## config.mk

```make
export PLATFORM = sky130hd
export DESIGN_NAME = sfir_add_tree
export DESIGN_NICKNAME = d
export VERILOG_FILES = /design/src/hdl/sfir_pkg.sv /design/src/hdl/sfir_add_tree.sv
export SDC_FILE = /design/constraint.sdc
export NUM_CORES = 1
export LEC_CHECK = 0
export BUFFER_PORTS_ARGS = -buffer_cell sky130_fd_sc_hd__buf_2
export CORE_UTILIZATION = 45
export CTS_BUF_LIST = sky130_fd_sc_hd__clkbuf_8
export DETAILED_ROUTE_END_ITERATION = 7
export SLEW_MARGIN = 10
export SYNTH_ARGS = -nofsm -noshare
export SYNTH_HDL_FRONTEND = slang
export SYNTH_SLANG_ARGS = --single-unit
```

## constraint.sdc

```tcl
create_clock -name clk -period 18.85 [get_ports clk]
set_clock_uncertainty 0.1 [all_clocks]
set_input_delay 3.77 -clock clk [delete_from_list [all_inputs] [get_ports clk]]
set_output_delay 3.77 -clock clk [all_outputs]
set_load 0.01 [all_outputs]
```

## src/hdl/sfir_pkg.sv

```systemverilog
// shared types and constants of the symmetric Q1.15 FIR filter
`default_nettype none

package sfir_pkg;

	localparam int TAPS_DEFAULT = 16;
	localparam int SAMPLE_W = 16;
	localparam int COEF_W = 16;
	localparam int PROD_W = 32;
	localparam int PAIRS = 8;
	localparam int PAIR_IDX_W = 3;
	localparam int FRAC_BITS = 15;
	localparam int Q15_BIAS = 32767;

	typedef logic signed [SAMPLE_W-1:0] sample_t;
	typedef logic signed [COEF_W-1:0] coef_t;
	typedef logic signed [PROD_W-1:0] prod_t;
	typedef logic [PAIR_IDX_W-1:0] pair_idx_t;

	// per-cell strobes: shift the sample row, load the product register
	typedef struct packed {
		logic shift;
		logic mul;
	} cell_ctrl_t;

	localparam coef_t PAIR_RESET [PAIRS] = '{
		16'sd10, -16'sd524, -16'sd898, -16'sd715,
		16'sd667, 16'sd3260, 16'sd6219, 16'sd8203
	};

endpackage

`default_nettype wire

```

## src/hdl/sfir_add_tree.sv

```systemverilog
// registered binary adder tree over the tap products, one level per stage
`default_nettype none

module sfir_add_tree #(
	parameter int TAPS = sfir_pkg::TAPS_DEFAULT,
	parameter int AW = sfir_pkg::PROD_W + $clog2(sfir_pkg::TAPS_DEFAULT)
) (
	input  wire logic                 clk,
	input  wire logic                 arst_n,
	input  wire sfir_pkg::prod_t      leaves [TAPS],
	input  wire logic                 leaf_valid,
	output logic                      leaf_take,
	input  wire logic                 take,
	output logic signed [AW-1:0]      root,
	output logic                      root_valid
);

	localparam int LEVELS = $clog2(TAPS);
	localparam int NPAD = 1 << LEVELS;

	// heap layout: internal nodes first, then the padded leaves
	logic signed [AW-1:0] node_q [NPAD-1];
	logic signed [AW-1:0] all_val [2*NPAD-1];
	logic [LEVELS-1:0] vld_q;
	logic [LEVELS-1:0] en;
	logic [LEVELS:0] vld_chain;

	genvar gi;

	// leaves, zero beyond the last tap
	for (gi = 0; gi < NPAD; gi++) begin : g_leaf
		if (gi < TAPS) begin : g_used
			assign all_val[NPAD-1+gi] = AW'(leaves[gi]);
		end else begin : g_pad
			assign all_val[NPAD-1+gi] = '0;
		end
	end

	for (gi = 0; gi < NPAD-1; gi++) begin : g_node
		localparam int D = $clog2(gi + 2) - 1;

		assign all_val[gi] = node_q[gi];

		// sum of the two children at this depth
		always_ff @(posedge clk) begin
			if (en[D]) begin
				node_q[gi] <= all_val[2*gi+1] + all_val[2*gi+2];
			end
		end
	end

	// level enables, root side first: a level moves when empty or when drained
	always_comb begin
		en[0] = !vld_q[0] || take;
		for (int d = 1; d < LEVELS; d++) begin
			en[d] = !vld_q[d] || en[d-1];
		end
	end

	assign vld_chain = {leaf_valid, vld_q};

	// valid bits per level
	always_ff @(posedge clk or negedge arst_n) begin
		if (!arst_n) begin
			vld_q <= '0;
		end else begin
			for (int d = 0; d < LEVELS; d++) begin
				if (en[d]) begin
					vld_q[d] <= vld_chain[d+1];
				end
			end
		end
	end

	assign leaf_take = en[LEVELS-1];
	assign root = node_q[0];
	assign root_valid = vld_q[0];

endmodule

`default_nettype wire

```

==> impl_results.rst <==
.. list-table::
   :header-rows: 1

   * - Metric
     - Value
   * - Outcome
     - finished clean
   * - Highest-count cells in the layout ignoring fill and taps
     - sky130_fd_sc_hd__buf_2, sky130_fd_sc_hd__edfxtp_1, sky130_fd_sc_hd__ha_1, sky130_fd_sc_hd__a21oi_1, sky130_fd_sc_hd__a21o_1
   * - Worst Hold Path Cells
     - 1
   * - Most used DFF post-synth
     - sky130_fd_sc_hd__edfxtp_1
   * - Fin. max-slew vios
     - 0
   * - Routed wire length
     - 105,000 um
   * - Post-CTS setup buffers
     - 0
   * - Largest net degree at the start of global routing
     - between 150 and 200
   * - Min-delay src
     - vld_q[3]$_DFFE_PN0P_
   * - Path category of the worst min-delay check
     - flip-flop to flip-flop
   * - Proportion of register bits with asynchronous set or reset after synthesis
     - less than 1%
   * - Tmin final
     - 8940 ps
   * - Worst Setup Slack post-DPL
     - 9840 ps
   * - Routability cong.
     - 0.905
   * - DRC violation count after routing
     - 0
   * - Violation count after the first detailed-route iteration
     - slightly above 2,000
   * - Worst ir drop on vdd
     - 0.0000744 V
   * - Clock network fraction of design power
     - 14.5%
   * - Post-detailed-route wirelength per cell
     - 18.0 um
   * - Data required, critical path
     - 14,980 ps
   * - Final HPWL DP
     - ~86,000 um
   * - Clk sinks
     - 520
   * - Multi-input gate area
     - 24,300 um^2
   * - FF/Latch Area
     - ~16,000 um^2
   * - RSZ-0062 raised after global routing
     - no
   * - Synth Register Bits
     - 520
   * - Proportion of layout cells with a drive suffix above 1
     - between 15 and 20%
   * - Worst Setup Start Kind
     - input port
   * - Final setup violation count
     - 0
   * - I/O Buffers
     - 553
   * - Number of buffers created by CTS
     - 92
   * - DRT Pass-1 Iters
     - 7
   * - Core Footprint
     - between 80,000 and 90,000 um^2
   * - # Max-Cap Violations
     - 0
   * - Highest achievable clock rate
     - about 0.11 GHz
   * - Int Pwr
     - between 4 and 5 mW
   * - Transition at the pin with the smallest max-transition slack
     - between 1000 and 1500 ps
   * - Die height
     - 303 um
   * - Critical path data arrival time
     - just over 5000 ps
   * - Clock root cell
     - sky130_fd_sc_hd__clkbuf_8
   * - Portion of the post-synthesis area used by sequential elements
     - 38.3%
   * - ANT nets after route
     - 0
   * - Post-synth cell types
     - 87
   * - Buffer depth of the longest clock path
     - 3
   * - FF-to-FF Start
     - node_q[0][216]$_DFFE_PP_
   * - Hold Vio Cnt, Final
     - 0
   * - WS Path Type
     - input port to primary output
   * - Std-Cell Rows
     - 109
   * - Via count of the first global-routing pass
     - 30,831
   * - Total global-route track usage
     - 22.2%
   * - Worst setup slack after layout
     - about 9900 ps
   * - Warning count from the yosys run
     - 0
   * - Maximum fanout count along the critical path
     - 5
   * - Slew Limit Headroom
     - 20.3%
   * - Post-synthesis net count
     - 5,079
   * - Number of H-tree levels
     - 3
   * - Switching power as a share of total power
     - 41.6%
   * - Combinational share of power
     - 54.4%
   * - Terminating pin of the worst hold path
     - vld_q[2]$_DFFE_PN0P_
   * - Most frequent standard cell in the layout excluding fill and tap cells
     - sky130_fd_sc_hd__buf_2
   * - Number of synthesized flops with an enable pin
     - 516
   * - Portion of the clock cycle consumed by the worst path in the final layout
     - 47.4%
   * - Total die area
     - 91,600 um^2
   * - Synth Instances
     - slightly above 4,000
   * - P_leak
     - 20.7 nW
   * - Power density over cell area
     - 156 nW/um^2
   * - Wire length of the first global-routing pass
     - 162,000 um
   * - Number of antenna violations at the first check in global routing
     - 8
   * - Worst-skew pair later-pin latency
     - 700 ps
   * - Sum of negative setup slack
     - 0 ps
   * - Final Net Count
     - between 5,000 and 6,000
   * - TritonCTS clock tree
     - built
   * - Endpoint of the most critical register-to-register path
     - node_q[0][104]$_DFFE_PP_
   * - Remaining Overflow, GRT
     - 0
   * - Switch Pwr
     - 3.01 mW
   * - Register-to-register setup slack
     - 15,090 ps
   * - Element type at the critical path end
     - primary output
   * - Number of top-level design ports
     - between 500 and 600
   * - Clock transition at the registers of the reported paths
     - roughly 60 ps
   * - Die span in x
     - 303 um
   * - Via density per instance
     - 5.63
   * - Average size of a mapped cell
     - 10.0 um^2
   * - R2R cell count
     - 11
   * - Fillers
     - between 8,000 and 9,000
   * - Vias post-DR
     - around 33,000
   * - Netlist area before placement
     - 40,700 um^2
   * - P&R area growth vs syn
     - 14.2%
   * - Resized cells post-CTS
     - 0
   * - Hold-fix buffers at CTS
     - 0
   * - Initial Util
     - 45.7%
   * - Fraction of power consumed by sequential logic
     - between 30% and 40%
-- layout make-up --
| cell class | count | area share [%] |
|---|---|---|
| sequential | 520 | 33.6 |
| tap | 1165 | 3.14 |
| clock buffer | 94 | 2.79 |
| antenna | 3 | 0.0162 |
| multi-input combinational | 3319 | 52.3 |
| inverter | 117 | 0.946 |
| timing repair buffer | 560 | 6.10 |
| clock inverter | 72 | 1.19 |
-- critical path: stages --
cell                      delay [ps]
sky130_fd_sc_hd__buf_2           100
sky130_fd_sc_hd__nor2b_1         400
sky130_fd_sc_hd__nand4_1         470
sky130_fd_sc_hd__buf_2           320
-- cell usage after synthesis (16+ instances only) --
master	number	area share, %
sky130_fd_sc_hd__nand2_1	235	2.2
sky130_fd_sc_hd__xnor2_1	292	6.3
sky130_fd_sc_hd__o21bai_1	63	1.2
sky130_fd_sc_hd__nor2_1	249	2.3
sky130_fd_sc_hd__nor4_1	16	0.25
sky130_fd_sc_hd__nand4_1	58	0.89
sky130_fd_sc_hd__o31ai_1	16	0.30
sky130_fd_sc_hd__ha_1	493	15
sky130_fd_sc_hd__edfxtp_1	516	38
sky130_fd_sc_hd__o21ai_0	217	2.7
sky130_fd_sc_hd__a21o_1	321	5.9
sky130_fd_sc_hd__and3_1	40	0.62
sky130_fd_sc_hd__and2_1	24	0.37
sky130_fd_sc_hd__clkbuf_1	96	0.89
sky130_fd_sc_hd__nand3_1	82	1.0
sky130_fd_sc_hd__nand2b_1	53	0.82
sky130_fd_sc_hd__a31oi_1	65	1.0
sky130_fd_sc_hd__or3_1	17	0.26
sky130_fd_sc_hd__a41oi_1	19	0.41
sky130_fd_sc_hd__o211ai_1	34	0.63
sky130_fd_sc_hd__inv_1	117	1.1
sky130_fd_sc_hd__xor2_1	134	2.9
sky130_fd_sc_hd__o21a_1	51	0.94
sky130_fd_sc_hd__nor2b_1	58	0.89
sky130_fd_sc_hd__a21oi_1	416	5.1
sky130_fd_sc_hd__nor3_1	63	0.78
sky130_fd_sc_hd__a211oi_1	50	0.92
-- cells by family after synthesis --
group,after synthesis,synth area share (%)
fa+ha+maj,508,15.9
flops,520,38.3
mux,9,0.222
simple gates,944,11.3
compound gates,1432,23.0
buf+inv,216,2.00
xor+xnor,426,9.18
-- sequential cells by signal (all words and copies together), names as in the netlist --
signal	flops
vld_q	4
node_q	516
-- power by group through the flow --
stage	registers [mW]	clock network [mW]	logic (mW)
floorplan	2.16	0	2.93
global placement	2.27	0	3.89
detailed placement	2.27	0	3.91
CTS	2.25	1.09	3.94
global route	2.28	1.14	4.38
finish	2.24	1.05	3.94
-- how the worst max path moves through the flow --
stage	from	to	slack (ps)
finish	take	leaf_take	9910
global route	take	leaf_take	9780
CTS	take	leaf_take	9840
detailed placement	take	leaf_take	9840
global placement	take	leaf_take	9840
floorplan	take	leaf_take	3720
-- through the flow --
stage               util, %  area, um^2  power [mW]  hold WS (ps)  instances
floorplan                 -       40700        5.09           335       4055
global placement       50.2       44600        6.16           353       5681
detailed placement     50.2       44600        6.18           347       5681
CTS                    52.2       46400        7.28           365       5847
global route           52.2       46400        7.79           396       5848
finish                 52.2       46400        7.23           362       5850
-- metal layers --
| metal | track usage (%) | share of wire (%) | vias up |
|---|---|---|---|
| met5 | 0 | 0.0095 | - |
| met4 | 5.58 | 1.9 | 2 |
| met3 | 2.58 | 4.6 | 132 |
| met2 | 35.6 | 45 | 792 |
| met1 | 31.8 | 48 | 15384 |
| li1 | - | - | 16603 |
No activity file was read; power rests on OpenSTA's default activity.
