==> src/hdl/sfir_pkg.sv <==
// shared types and constants of the symmetric Q1.15 FIR filter
`default_nettype none

package sfir_pkg;

	localparam int TAPS_DEFAULT = 16;
	localparam int SAMPLE_W = 16;
	localparam int COEF_W = 16;
	localparam int PROD_W = 32;
	localparam int PAIRS = 8;
	localparam int PAIR_IDX_W = 3;
	localparam int FRAC_BITS = 15;
	localparam int Q15_BIAS = 32767;

	typedef logic signed [SAMPLE_W-1:0] sample_t;
	typedef logic signed [COEF_W-1:0] coef_t;
	typedef logic signed [PROD_W-1:0] prod_t;
	typedef logic [PAIR_IDX_W-1:0] pair_idx_t;

	// per-cell strobes: shift the sample row, load the product register
	typedef struct packed {
		logic shift;
		logic mul;
	} cell_ctrl_t;

	localparam coef_t PAIR_RESET [PAIRS] = '{
		16'sd10, -16'sd524, -16'sd898, -16'sd715,
		16'sd667, 16'sd3260, 16'sd6219, 16'sd8203
	};

endpackage

`default_nettype wire

==> src/hdl/sfir_tap_cell.sv <==
// one tap of the sample row: holds a sample, passes it on, registers its product
`default_nettype none

module sfir_tap_cell (
	input  wire logic               clk,
	input  wire logic               arst_n,
	input  wire sfir_pkg::cell_ctrl_t ctrl,
	input  wire sfir_pkg::sample_t  sample_prev,
	input  wire sfir_pkg::coef_t    coef,
	output sfir_pkg::sample_t       sample_q,
	output sfir_pkg::prod_t         prod_s2
);

	// history sample, cleared at reset so start-up taps count as zero
	always_ff @(posedge clk or negedge arst_n) begin
		if (!arst_n) begin
			sample_q <= '0;
		end else if (ctrl.shift) begin
			sample_q <= sample_prev;
		end
	end

	// signed 16x16 product of this tap
	always_ff @(posedge clk) begin
		if (ctrl.mul) begin
			prod_s2 <= sfir_pkg::PROD_W'(sample_q) * sfir_pkg::PROD_W'(coef);
		end
	end

endmodule

`default_nettype wire

==> config.mk <==
export PLATFORM = sky130hd
export DESIGN_NAME = sfir_tap_cell
export DESIGN_NICKNAME = d
export VERILOG_FILES = /design/src/hdl/sfir_pkg.sv /design/src/hdl/sfir_tap_cell.sv
export SDC_FILE = /design/constraint.sdc
export NUM_CORES = 1
export LEC_CHECK = 0
export ABC_AREA = 1
export BUFFER_PORTS_ARGS = -buffer_cell sky130_fd_sc_hd__buf_2
export CAP_MARGIN = 40
export CORE_MARGIN = 2
export CORE_UTILIZATION = 35
export DETAILED_ROUTE_END_ITERATION = 7
export PLACE_DENSITY = 0.5
export SLEW_MARGIN = 25
export SYNTH_ARGS = -nofsm -noshare
export SYNTH_HDL_FRONTEND = slang
export SYNTH_SLANG_ARGS = --single-unit
==> constraint.sdc <==
create_clock -name clk -period 5.55 [get_ports clk]
set_clock_uncertainty 0.05 [all_clocks]
set_input_delay 1.11 -clock clk [delete_from_list [all_inputs] [get_ports clk]]
set_output_delay 1.11 -clock clk [all_outputs]
set_load 0.05 [all_outputs]
==> results of run 1 <==
## synthesized netlist by cell type
| library cell | number |
|---|---|
| nor3_1 | 4 |
| xnor2_1 | 6 |
| o21ai_1 | 4 |
| or2_1 | 1 |
| inv_1 | 467 |
| fa_1 | 262 |
| inv_2 | 5 |
| clkinv_1 | 1 |
| nor2_2 | 8 |
| nor3_2 | 1 |
| nor2_4 | 1 |
| nor2_1 | 47 |
| edfxtp_1 | 32 |
| nand2_2 | 8 |
| xor2_1 | 18 |
| mux2_2 | 13 |
| ha_1 | 82 |
| a21oi_1 | 25 |
| nand3_2 | 4 |
| nand4_1 | 12 |
| dfrtp_1 | 16 |
| and2_1 | 1 |
| nand3b_1 | 1 |
| buf_2 | 2 |
| o21bai_1 | 5 |
| nand2_1 | 378 |
| o21ai_0 | 11 |
| buf_4 | 1 |
| nand3_1 | 29 |
| clkbuf_1 | 63 |
| a21o_1 | 4 |
## worst max-delay path, stage by stage
cell	delay, ps
buf_12	120
nand2_8	70
inv_4	40
fa_2	660
fa_2	510
buf_6	140
fa_2	530
fa_2	430
fa_1	490
inv_1	50
fa_1	490
inv_2	50
ha_4	280
nand2_2	70
buf_4	140
nor2_2	110
inv_1	70
nor2_2	120
nand4_1	120
nand4_1	110
nand2_2	90
## sequential cells by signal, summed over array words and instances, names as in the netlist
signal,count
sample_q,16
prod_s2,32
## worst max path at each step
stage	startpoint	end	slack [ps]	depth (start not counted)
after CTS	coef[1]	prod_s2[21]	-200	20
after floorplan	coef[6]	prod_s2[28]	-360	20
final	coef[1]	prod_s2[25]	-240	21
after global placement	coef[2]	prod_s2[25]	-820	19
after global routing	coef[1]	prod_s2[25]	-390	20
after detailed placement	coef[5]	prod_s2[25]	-830	24
## per-stage QoR
stage / utilization / cells / hold slack, ps / setup WS, ps
global route: 0.462 / 2161 / 569 / -389
CTS: 0.447 / 2155 / 511 / -196
floorplan: - / 1512 / 764 / -362
global placement: 0.422 / 2132 / 494 / -824
finish: 0.462 / 2161 / 508 / -245
detailed placement: 0.422 / 2132 / 499 / -826
## area by class of cell
class                   instances  area, sq um
fillers                      3519        18600
multi-input cells             925         9910
repair buffers                252         2140
inverters                     473         1780
flip-flops and latches         48         1360
well taps                     455          569
clock buffers                   5          125
clock inverters                 3         68.8
## cell families after synthesis
family	count (synthesis)	synth area share
adders and majority gates	344	0.510
muxes	13	0.0119
and+or+nand+nor	495	0.164
xor gates and xnor gates	24	0.0171
AOI/OAI and AO/OA	49	0.0218
buffers and inverters	539	0.165
DFF	48	0.111
## metal layers
metal	vias up	GRT usage	share of wire
met5	-	0	0
met4	0	0.0251	0.013
met3	27	0.0169	0.025
met2	134	0.356	0.50
met1	4882	0.281	0.47
li1	4637	-	-
## timing repair
action,in CTS,in global routing
pin swaps,59,80
gates cloned,2,1
endpoints found under the setup margin,23,23
buffers inserted,13,4
resized for setup,142,120
==> reports/results.txt, run 1 <==
Status -> finished with violations
Failing checks -> setup timing
Max-Cap Viols -> 0
Min-Delay Startpoint -> sample_q[0]
Vias per inst -> 4.48
R2r setup slk -> -80 ps
Final GP Congestion -> 0.855
Rel. slew slack -> 0.582
Port bufs -> 83
Min-delay worst type -> register to register
Ranking of synthesized cells by area -> fa_1 (43%), inv_1 (14%), nand2_1 (12%)
CTS tree -> done
Most frequent cells in the layout -> inv_1 (428), nand2_1 (321), fa_1 (244)
Yosys warnings -> 0
Cell count after synthesis -> 1,512
Router iterations before antenna repair -> 5
CTS Root Buffer Type -> clkbuf_16
Sequential area share after synthesis -> 0.111
Critical path class -> primary input to register
Netlist Area Pre-Place -> 12,300 sq um
I/O Pins -> 84
RR Endpoint -> prod_s2[31]
DRC viols -> 0
Die footprint -> 36,700 sq um
Crit path capture type -> register
Largest net degree at the start of global routing -> 33
Max-slew violations -> 0
Die extent in y -> 191 um
Post-route minimum period -> 5790 ps
Diode count -> 0
Netlist cell types -> 31
CTS hold repair buffers -> 0
Clock Tree Buf Depth -> 2
Initial DRC count -> 330
Leading area contributor after synthesis -> fa_1
Global route total overflow -> 0
Initial antenna violation count -> 1
CP Max Fanout -> 6
H-tree depth -> 2
Hold Path Depth -> 2
CTS buffer count -> 5
Routed WL -> 34,800 um
Data arrival time of the worst path -> 5810 ps
Commonest non-fill, non-tap cell in the layout -> inv_1
Setup tns final -> -2640 ps
CTS clk-pin slew, worst paths -> 80 ps
Fin worst setup slack -> -245 ps
Initial Utilization -> 0.356
RSZ-0062 raised after global routing -> yes
Vias in the first global route -> 10,600
R2r worst-path depth -> 22
Post-DP HPWL -> 29,300 um
Area of the core -> 34,500 sq um
Tcrit/Tclk final -> 1.04
Cell Area, Placed -> 14,600 sq um
Syn Nets -> 1,892
Vias after detailed routing -> 9,680
Yosys reg bits -> 48
Min-Delay Endpoint -> sample_q[0]
Worst Tran Pin Value -> 627 ps
Syn-to-layout area delta -> 29.8%
Clk_lat worst skew -> 330 ps
Worst R2R Start -> sample_q[15]
Nets -> 2,085
TritonCTS sink count -> 48
Syn avg cell area -> 8.14 sq um
Data required, critical path -> 5570 ps
Endpoints failing setup -> 20
First-pass GRT wire length -> 57,000 um
Max Fclk -> 0.173 GHz
WL/cell -> 16.1 um
Top cell type's share of synthesized area -> 0.426
Final ANT Viol Nets -> 0
Startpoint Class -> primary input
Share of layout cells above drive strength 1 -> 0.297
Hold Fails Final Rpt -> 0
Chip width -> 191 um
Post-route cell area -> 16,000 sq um
Rows -> 68
GRT Util Overall -> 0.203
Power of run 1 is not shown: default switching activity piles up to over one toggle a cycle in this logic, so the estimate is an artifact.
==> run 2: changes to the inputs <==
--- a/config.mk
+++ b/config.mk
@@ -11,8 +11,8 @@
 export CORE_MARGIN = 2
 export CORE_UTILIZATION = 35
 export DETAILED_ROUTE_END_ITERATION = 7
-export PLACE_DENSITY = 0.5
-export SLEW_MARGIN = 25
+export SETUP_SLACK_MARGIN = 0.1
+export SLEW_MARGIN = 15
 export SYNTH_ARGS = -nofsm -noshare
 export SYNTH_HDL_FRONTEND = slang
 export SYNTH_SLANG_ARGS = --single-unit
==> reports/results.txt, run 2 (same netlist as run 1, synthesis figures left out) <==
Port bufs -> 83 (unchanged)
Startpoint Class -> primary input (unchanged)
Final core utilization -> 0.456 (was 0.462)
GRT Util Overall -> 0.192 (was 0.203)
Nets -> 2,064 (was 2,085)
Router iterations before antenna repair -> 7 (was 5)
Global route total overflow -> 0 (unchanged)
WL/cell -> 15.2 um (was 16.1 um)
CTS tree -> done (unchanged)
Met2 Usage GRT -> 0.343 (was 0.356)
Post-route minimum period -> 5790 ps (about the same)
CTS clk-pin slew, worst paths -> 80 ps (about the same)
DRC viols -> 0 (unchanged)
H-tree depth -> 2 (unchanged)
RSZ-0062 raised after global routing -> yes (unchanged)
Failing checks -> setup timing (unchanged)
Commonest non-fill, non-tap cell in the layout -> inv_1 (unchanged)
Vias in the first global route -> 10,800 (was 10,600)
Syn-to-layout area delta -> 28.0% (was 29.8%)
Critical path class -> primary input to register (unchanged)
Max-Cap Viols -> 0 (unchanged)
Initial antenna violation count -> 0 (was 1)
Layout Cells excl Fill -> 2,140 (was 2,161)
First-pass GRT wire length -> 55,100 um (was 57,000 um)
Final ANT Viol Nets -> 0 (unchanged)
Crit path capture type -> register (unchanged)
Setup tns final -> -3330 ps (was -2640 ps)
Max-slew violations -> 0 (unchanged)
Share of layout cells above drive strength 1 -> 0.292 (was 0.297)
CTS buffer count -> 5 (unchanged)
Most frequent cells in the layout -> inv_1 (421), nand2_1 (321), fa_1 (242) (was inv_1 (428), nand2_1 (321), fa_1 (244))
Dpl ws -> -720 ps (was -826 ps)
Max Fclk -> 0.173 GHz (about the same)
Most frequent CP cell -> fa_1 (was fa_2)
Area of the core -> 34,500 sq um (unchanged)
R2r setup slk -> -60 ps (was -80 ps)
Hold Fails Final Rpt -> 0 (unchanged)
Most used routing layer -> met2 (unchanged)
Vias after detailed routing -> 9,779 (was 9,680)
Post-DP HPWL -> 27,700 um (was 29,300 um)
Clk_lat worst skew -> 330 ps (about the same)
Rows -> 68 (unchanged)
M3 GR Usage -> 0.0151 (was 0.0169)
Tcrit/Tclk final -> 1.04 (about the same)
Endpoints failing setup -> 20 (unchanged)
CP Max Fanout -> 5 (was 6)
Inst Count DP -> 2,120 (was 2,132)
Worst Tran Pin Value -> 849 ps (was 627 ps)
Vias per inst -> 4.57 (was 4.48)
Final GP Congestion -> 0.869 (was 0.855)
CTS Root Buffer Type -> clkbuf_16 (unchanged)
CP max stage delay -> 550 ps (was 660 ps)
Die extent in y -> 191 um (unchanged)
Data arrival time of the worst path -> 5800 ps (was 5810 ps)
Initial Utilization -> 0.356 (unchanged)
Clock Tree Buf Depth -> 2 (unchanged)
Initial DRC count -> 450 (was 330)
Die footprint -> 36,700 sq um (unchanged)
I/O Pins -> 84 (unchanged)
TritonCTS sink count -> 48 (unchanged)
Rel. slew slack -> 0.434 (was 0.582)
Data required, critical path -> 5560 ps (was 5570 ps)
Largest net degree at the start of global routing -> 33 (unchanged)
Filler cell count -> 3,316 (was 3,519)
Fin worst setup slack -> -239 ps (was -245 ps)
Critical path cell sequence -> buf_12 > buf_8 > buf_6 > nand2_2 > inv_2 > fa_1 > inv_1 > fa_2 > fa_1 > fa_1 > inv_1 > fa_1 > fa_1 > ha_4 > a21o_1 > nand2_1 > nand2_2 > nand2_2 > nand2_2 > nand2_1 > nand4_1 > nand2_1 (was buf_12 > nand2_8 > inv_4 > fa_2 > fa_2 > buf_6 > fa_2 > fa_2 > fa_1 > inv_1 > fa_1 > inv_2 > ha_4 > nand2_2 > buf_4 > nor2_2 > inv_1 > nor2_2 > nand4_1 > nand4_1 > nand2_2)
Number of flip-flops in the largest register -> 32 (unchanged)
Grt met1 use -> 0.256 (was 0.281)
CTS hold repair buffers -> 0 (unchanged)
CP max-delay cell -> fa_1 (was fa_2)
Diode count -> 0 (unchanged)
Status -> finished with violations (unchanged)
Chip width -> 191 um (unchanged)
Top flop regs -> prod_s2: 32 flops, sample_q: 16 flops (unchanged)
Routed WL -> 32,600 um (was 34,800 um)
Min-delay worst type -> register to register (unchanged)
Most flop-heavy register -> prod_s2 (unchanged)
==> run 2: changes by cell type in the layout (fill, tap and decap cells not counted), moves of 5 or more <==
cell     previous run  this run
a21oi_1             5        13
xor2_1             14         9
buf_4             135       118
inv_1             428       421
xor2_2              4         9
inv_2              42        48
==> run 2: worst paths after layout <==
path                               from           end  depth (start not counted)
max                             coef[6]   prod_s2[26]                         22
min                         sample_q[0]   sample_q[0]                          2
max reg2reg                sample_q[15]   prod_s2[31]                         22
min reg2reg                 sample_q[0]   sample_q[0]                          2
max in group asynchronous        arst_n  sample_q[15]                          1
min in group asynchronous        arst_n  sample_q[14]                          1
==> run 2: final cells by class <==
cell class	count	area [sq um]	share of cell area
Inverter	473	1780	0.113
Clock buffer	5	125	0.00794
Tap cell	455	569	0.0361
Multi-Input combinational cell	925	9920	0.630
Timing Repair Buffer	231	1940	0.123
Sequential cell	48	1360	0.0865
Clock inverter	3	47.5	0.00302
==> run 2: critical path, delay by kind of cell <==
| family | cells | cell delay [ps] |
|---|---|---|
| and+or+nand+nor | 8 | 600 |
| buffers and inverters | 6 | 480 |
| AOI/OAI and AO/OA | 1 | 220 |
| adders and majority gates | 7 | 3370 |
==> run 2: layer usage <==
| layer | vias up | part of all wire |
|---|---|---|
| li1 | 4589 | - |
| met1 | 4950 | 0.43 |
| met2 | 212 | 0.51 |
| met3 | 28 | 0.040 |
| met4 | 0 | 0.015 |
| met5 | - | 0 |
==> run 2: repair_timing <==
action | in CTS | in global routing
gates resized for setup | 138 | 132
endpoints found under the setup margin | 23 | 23
buffers inserted | 10 | 3
pin swaps | 55 | 63
cloned | 1 | 0
==> run 2: stage by stage <==
step | hold slack (ps) | cell area (sq um)
2_1_floorplan | 764 | 12800
3_3_place_gp | 543 | 14500
3_5_place_dp | 567 | 14500
4_1_cts | 586 | 15300
5_1_grt | 627 | 15700
6_report | 585 | 15700
Power of run 2 is left out for the same reason.
==> run 3: changes to the inputs <==
--- a/config.mk
+++ b/config.mk
@@ -5,7 +5,6 @@
 export SDC_FILE = /design/constraint.sdc
 export NUM_CORES = 1
 export LEC_CHECK = 0
-export ABC_AREA = 1
 export BUFFER_PORTS_ARGS = -buffer_cell sky130_fd_sc_hd__buf_2
 export CAP_MARGIN = 40
 export CORE_MARGIN = 2
==> reports/results.txt, run 3 <==
Failing checks -> setup timing (unchanged)
Count leader, synth -> inv_1 (unchanged)
Final GP Congestion -> 0.854 (was 0.869)
Netlist Area Pre-Place -> 11,400 sq um (was 12,300 sq um)
Initial DRC count -> 360 (was 450)
DRC viols -> 0 (unchanged)
Status -> finished with violations (unchanged)
Vias in the first global route -> 9,347 (was 10,800)
RSZ-0062 raised after global routing -> yes (unchanged)
Data arrival time of the worst path -> 6570 ps (was 5800 ps)
Initial Utilization -> 0.358 (was 0.356)
Critical path class -> primary input to register (unchanged)
WL/cell -> 15.3 um (was 15.2 um)
Max Fclk -> 0.152 GHz (was 0.173 GHz)
Area of the core -> 31,700 sq um (was 34,500 sq um)
Top flop regs -> prod_s2: 32 flops, sample_q: 16 flops (unchanged)
Max-slew violations -> 0 (unchanged)
CTS buffer count -> 5 (unchanged)
Syn avg cell area -> 9.94 sq um (was 8.14 sq um)
Router iterations before antenna repair -> 5 (was 7)
Critical path cell sequence -> buf_12 > buf_12 > and2_4 > fa_1 > inv_1 > fa_1 > fa_1 > inv_2 > fa_2 > fa_1 > inv_2 > fa_1 > inv_2 > ha_4 > nand4_1 > a211oi_2 > a22o_1 > a211o_1 > and3_4 > a221o_1 > buf_6 > nand4b_1 > o311ai_2 (was buf_12 > buf_8 > buf_6 > nand2_2 > inv_2 > fa_1 > inv_1 > fa_2 > fa_1 > fa_1 > inv_1 > fa_1 > fa_1 > ha_4 > a21o_1 > nand2_1 > nand2_2 > nand2_2 > nand2_2 > nand2_1 > nand4_1 > nand2_1)
Routed WL -> 27,100 um (was 32,600 um)
Global route total overflow -> 0 (unchanged)
Max-Cap Viols -> 0 (unchanged)
GRT Util Overall -> 0.177 (was 0.192)
Yosys reg bits -> 48 (unchanged)
Synth top cells by count -> inv_1 (288), fa_1 (262), nand2_1 (127) (was inv_1 (467), nand2_1 (378), fa_1 (262))
Endpoints failing setup -> 20 (unchanged)
Diode count -> 0 (unchanged)
Post-route minimum period -> 6570 ps (was 5790 ps)
Die footprint -> 33,900 sq um (was 36,700 sq um)
First-pass GRT wire length -> 46,600 um (was 55,100 um)
Cell count after synthesis -> 1,143 (was 1,512)
Top FF cell, synth -> edfxtp_1 (unchanged)
Yosys warnings -> 0 (unchanged)
TritonCTS sink count -> 48 (unchanged)
I/O Pins -> 84 (unchanged)
H-tree depth -> 2 (unchanged)
Vias per inst -> 4.66 (was 4.57)
Worst Tran Pin Value -> 471 ps (was 849 ps)
Leading area contributor after synthesis -> fa_1 (unchanged)
Clock Tree Buf Depth -> 2 (unchanged)
Syn Nets -> 1,523 (was 1,892)
Crit path capture type -> register (unchanged)
Sequential area share after synthesis -> 0.120 (was 0.111)
Most frequent CP cell -> fa_1 (unchanged)
Port bufs -> 83 (unchanged)
CP max stage delay -> 530 ps (was 550 ps)
Post-synth EDFFs -> 32 (unchanged)
Commonest non-fill, non-tap cell in the layout -> inv_1 (unchanged)
CTS clk-pin slew, worst paths -> 70 ps (was 80 ps)
CP Max Fanout -> 6 (was 5)
Post-DP HPWL -> 23,800 um (was 27,700 um)
Tcrit/Tclk final -> 1.18 (was 1.04)
Min-delay worst type -> register to register (unchanged)
Rows -> 65 (was 68)
Startpoint Class -> primary input (unchanged)
Clk_lat worst skew -> 310 ps (was 330 ps)
Most frequent cells in the layout -> inv_1 (275), fa_1 (251), buf_4 (154) (was inv_1 (421), nand2_1 (321), fa_1 (242))
CP delay by family, top -> adder cells (unchanged)
CP max-delay cell -> fa_1 (unchanged)
CTS Root Buffer Type -> clkbuf_16 (unchanged)
Fin worst setup slack -> -1020 ps (was -239 ps)
Async set-reset flop share out of synthesis -> 0.333 (unchanged)
Nets -> 1,751 (was 2,064)
Hold Fails Final Rpt -> 0 (unchanged)
Initial antenna violation count -> 1 (was 0)
Final ANT Viol Nets -> 0 (unchanged)
Die extent in y -> 184 um (was 191 um)
CTS tree -> done (unchanged)
Data required, critical path -> 5550 ps (was 5560 ps)
Netlist cell types -> 49 (was 31)
Dpl ws -> -1490 ps (was -720 ps)
CP Buf/Inv Count -> 7 (was 6)
Largest net degree at the start of global routing -> 22 (was 33)
Vias after detailed routing -> 8,264 (was 9,779)
Syn-to-layout area delta -> 26.3% (was 28.0%)
Most flop-heavy register -> prod_s2 (unchanged)
Ranking of synthesized cells by area -> fa_1 (46%), inv_1 (9.5%), ha_1 (9.0%) (was fa_1 (43%), inv_1 (14%), nand2_1 (12%))
Rel. slew slack -> 0.686 (was 0.434)
Share of layout cells above drive strength 1 -> 0.276 (was 0.292)
Number of flip-flops in the largest register -> 32 (unchanged)
Chip width -> 184 um (was 191 um)
Top cell type's share of synthesized area -> 0.462 (was 0.426)
run 3: cell types whose count changed after synthesis, moves of 22 or more:
cell,change
and2_1,+123
clkbuf_1,-32
inv_1,-179
nand2_1,-251
nand3_1,-28
nor2_1,-22
xnor2_1,+22
run 3: what timing repair did:
| item | 4_1_cts | 5_1_grt |
|---|---|---|
| hold buffers | 0 | 0 |
| cloned | 0 | 0 |
| setup buffers | 5 | 4 |
| endpoints found under the setup margin | 21 | 21 |
| resized for setup | 72 | 41 |
| pin swaps | 52 | 21 |
run 3: metal layers:
layer	vias up	share of wire	track usage	routed length [um]
met5	-	0.00048	0	13
met4	2	0.024	0.0499	662
met3	31	0.021	0.0148	566
met2	119	0.54	0.338	14700
met1	4263	0.41	0.211	11100
li1	3849	-	-	-
run 3: stage by stage:
| stage | instances | hold WS [ps] | util | instance area (sq um) | TNS [ps] |
|---|---|---|---|---|---|
| global placement | 1756 | 616 | 0.431 | 13700 | -20960 |
| detailed placement | 1757 | 613 | 0.432 | 13700 | -21760 |
| CTS | 1770 | 630 | 0.446 | 14200 | -10840 |
| finish | 1774 | 624 | 0.452 | 14300 | -11090 |
| global route | 1774 | 654 | 0.452 | 14300 | -14330 |
| floorplan | 1143 | 764 | - | 11700 | -9160 |
run 3: cell type report:
cell class | instances | area (sq um)
clock buffer | 5 | 125
clock inverter | 3 | 23.8
fill | 3044 | 17400
inverter | 288 | 1080
multi-input combinational | 773 | 9310
sequential | 48 | 1360
tap | 402 | 503
timing repair buffer | 255 | 1950
run 3: tightest hold or removal path, cell delays in order (launching register included):
cell and delay [ps]:
dfrtp_1 390, buf_4 130, mux2_2 130
run 3: path summary, 6_finish.rpt:
check	from	end	slack, ps	cells after the start
worst min register to register	sample_q[3]	sample_q[3]	620	2
worst min-delay path	sample_q[3]	sample_q[3]	620	2
worst max register to register	sample_q[9]	prod_s2[29]	-860	20
worst max-delay path	coef[5]	prod_s2[29]	-1020	23
max in group asynchronous	arst_n	sample_q[2]	4520	1
min in group asynchronous	arst_n	sample_q[12]	660	1
run 3: cell families after synthesis:
logic type / after synthesis / share of synthesized area
xor+xnor: 34 / 0.0262
compound gates: 73 / 0.0434
flops: 48 / 0.120
simple gates: 306 / 0.136
mux: 16 / 0.0159
buf+inv: 322 / 0.106
fa+ha+maj: 344 / 0.552
Power of run 3 is left out for the same reason.
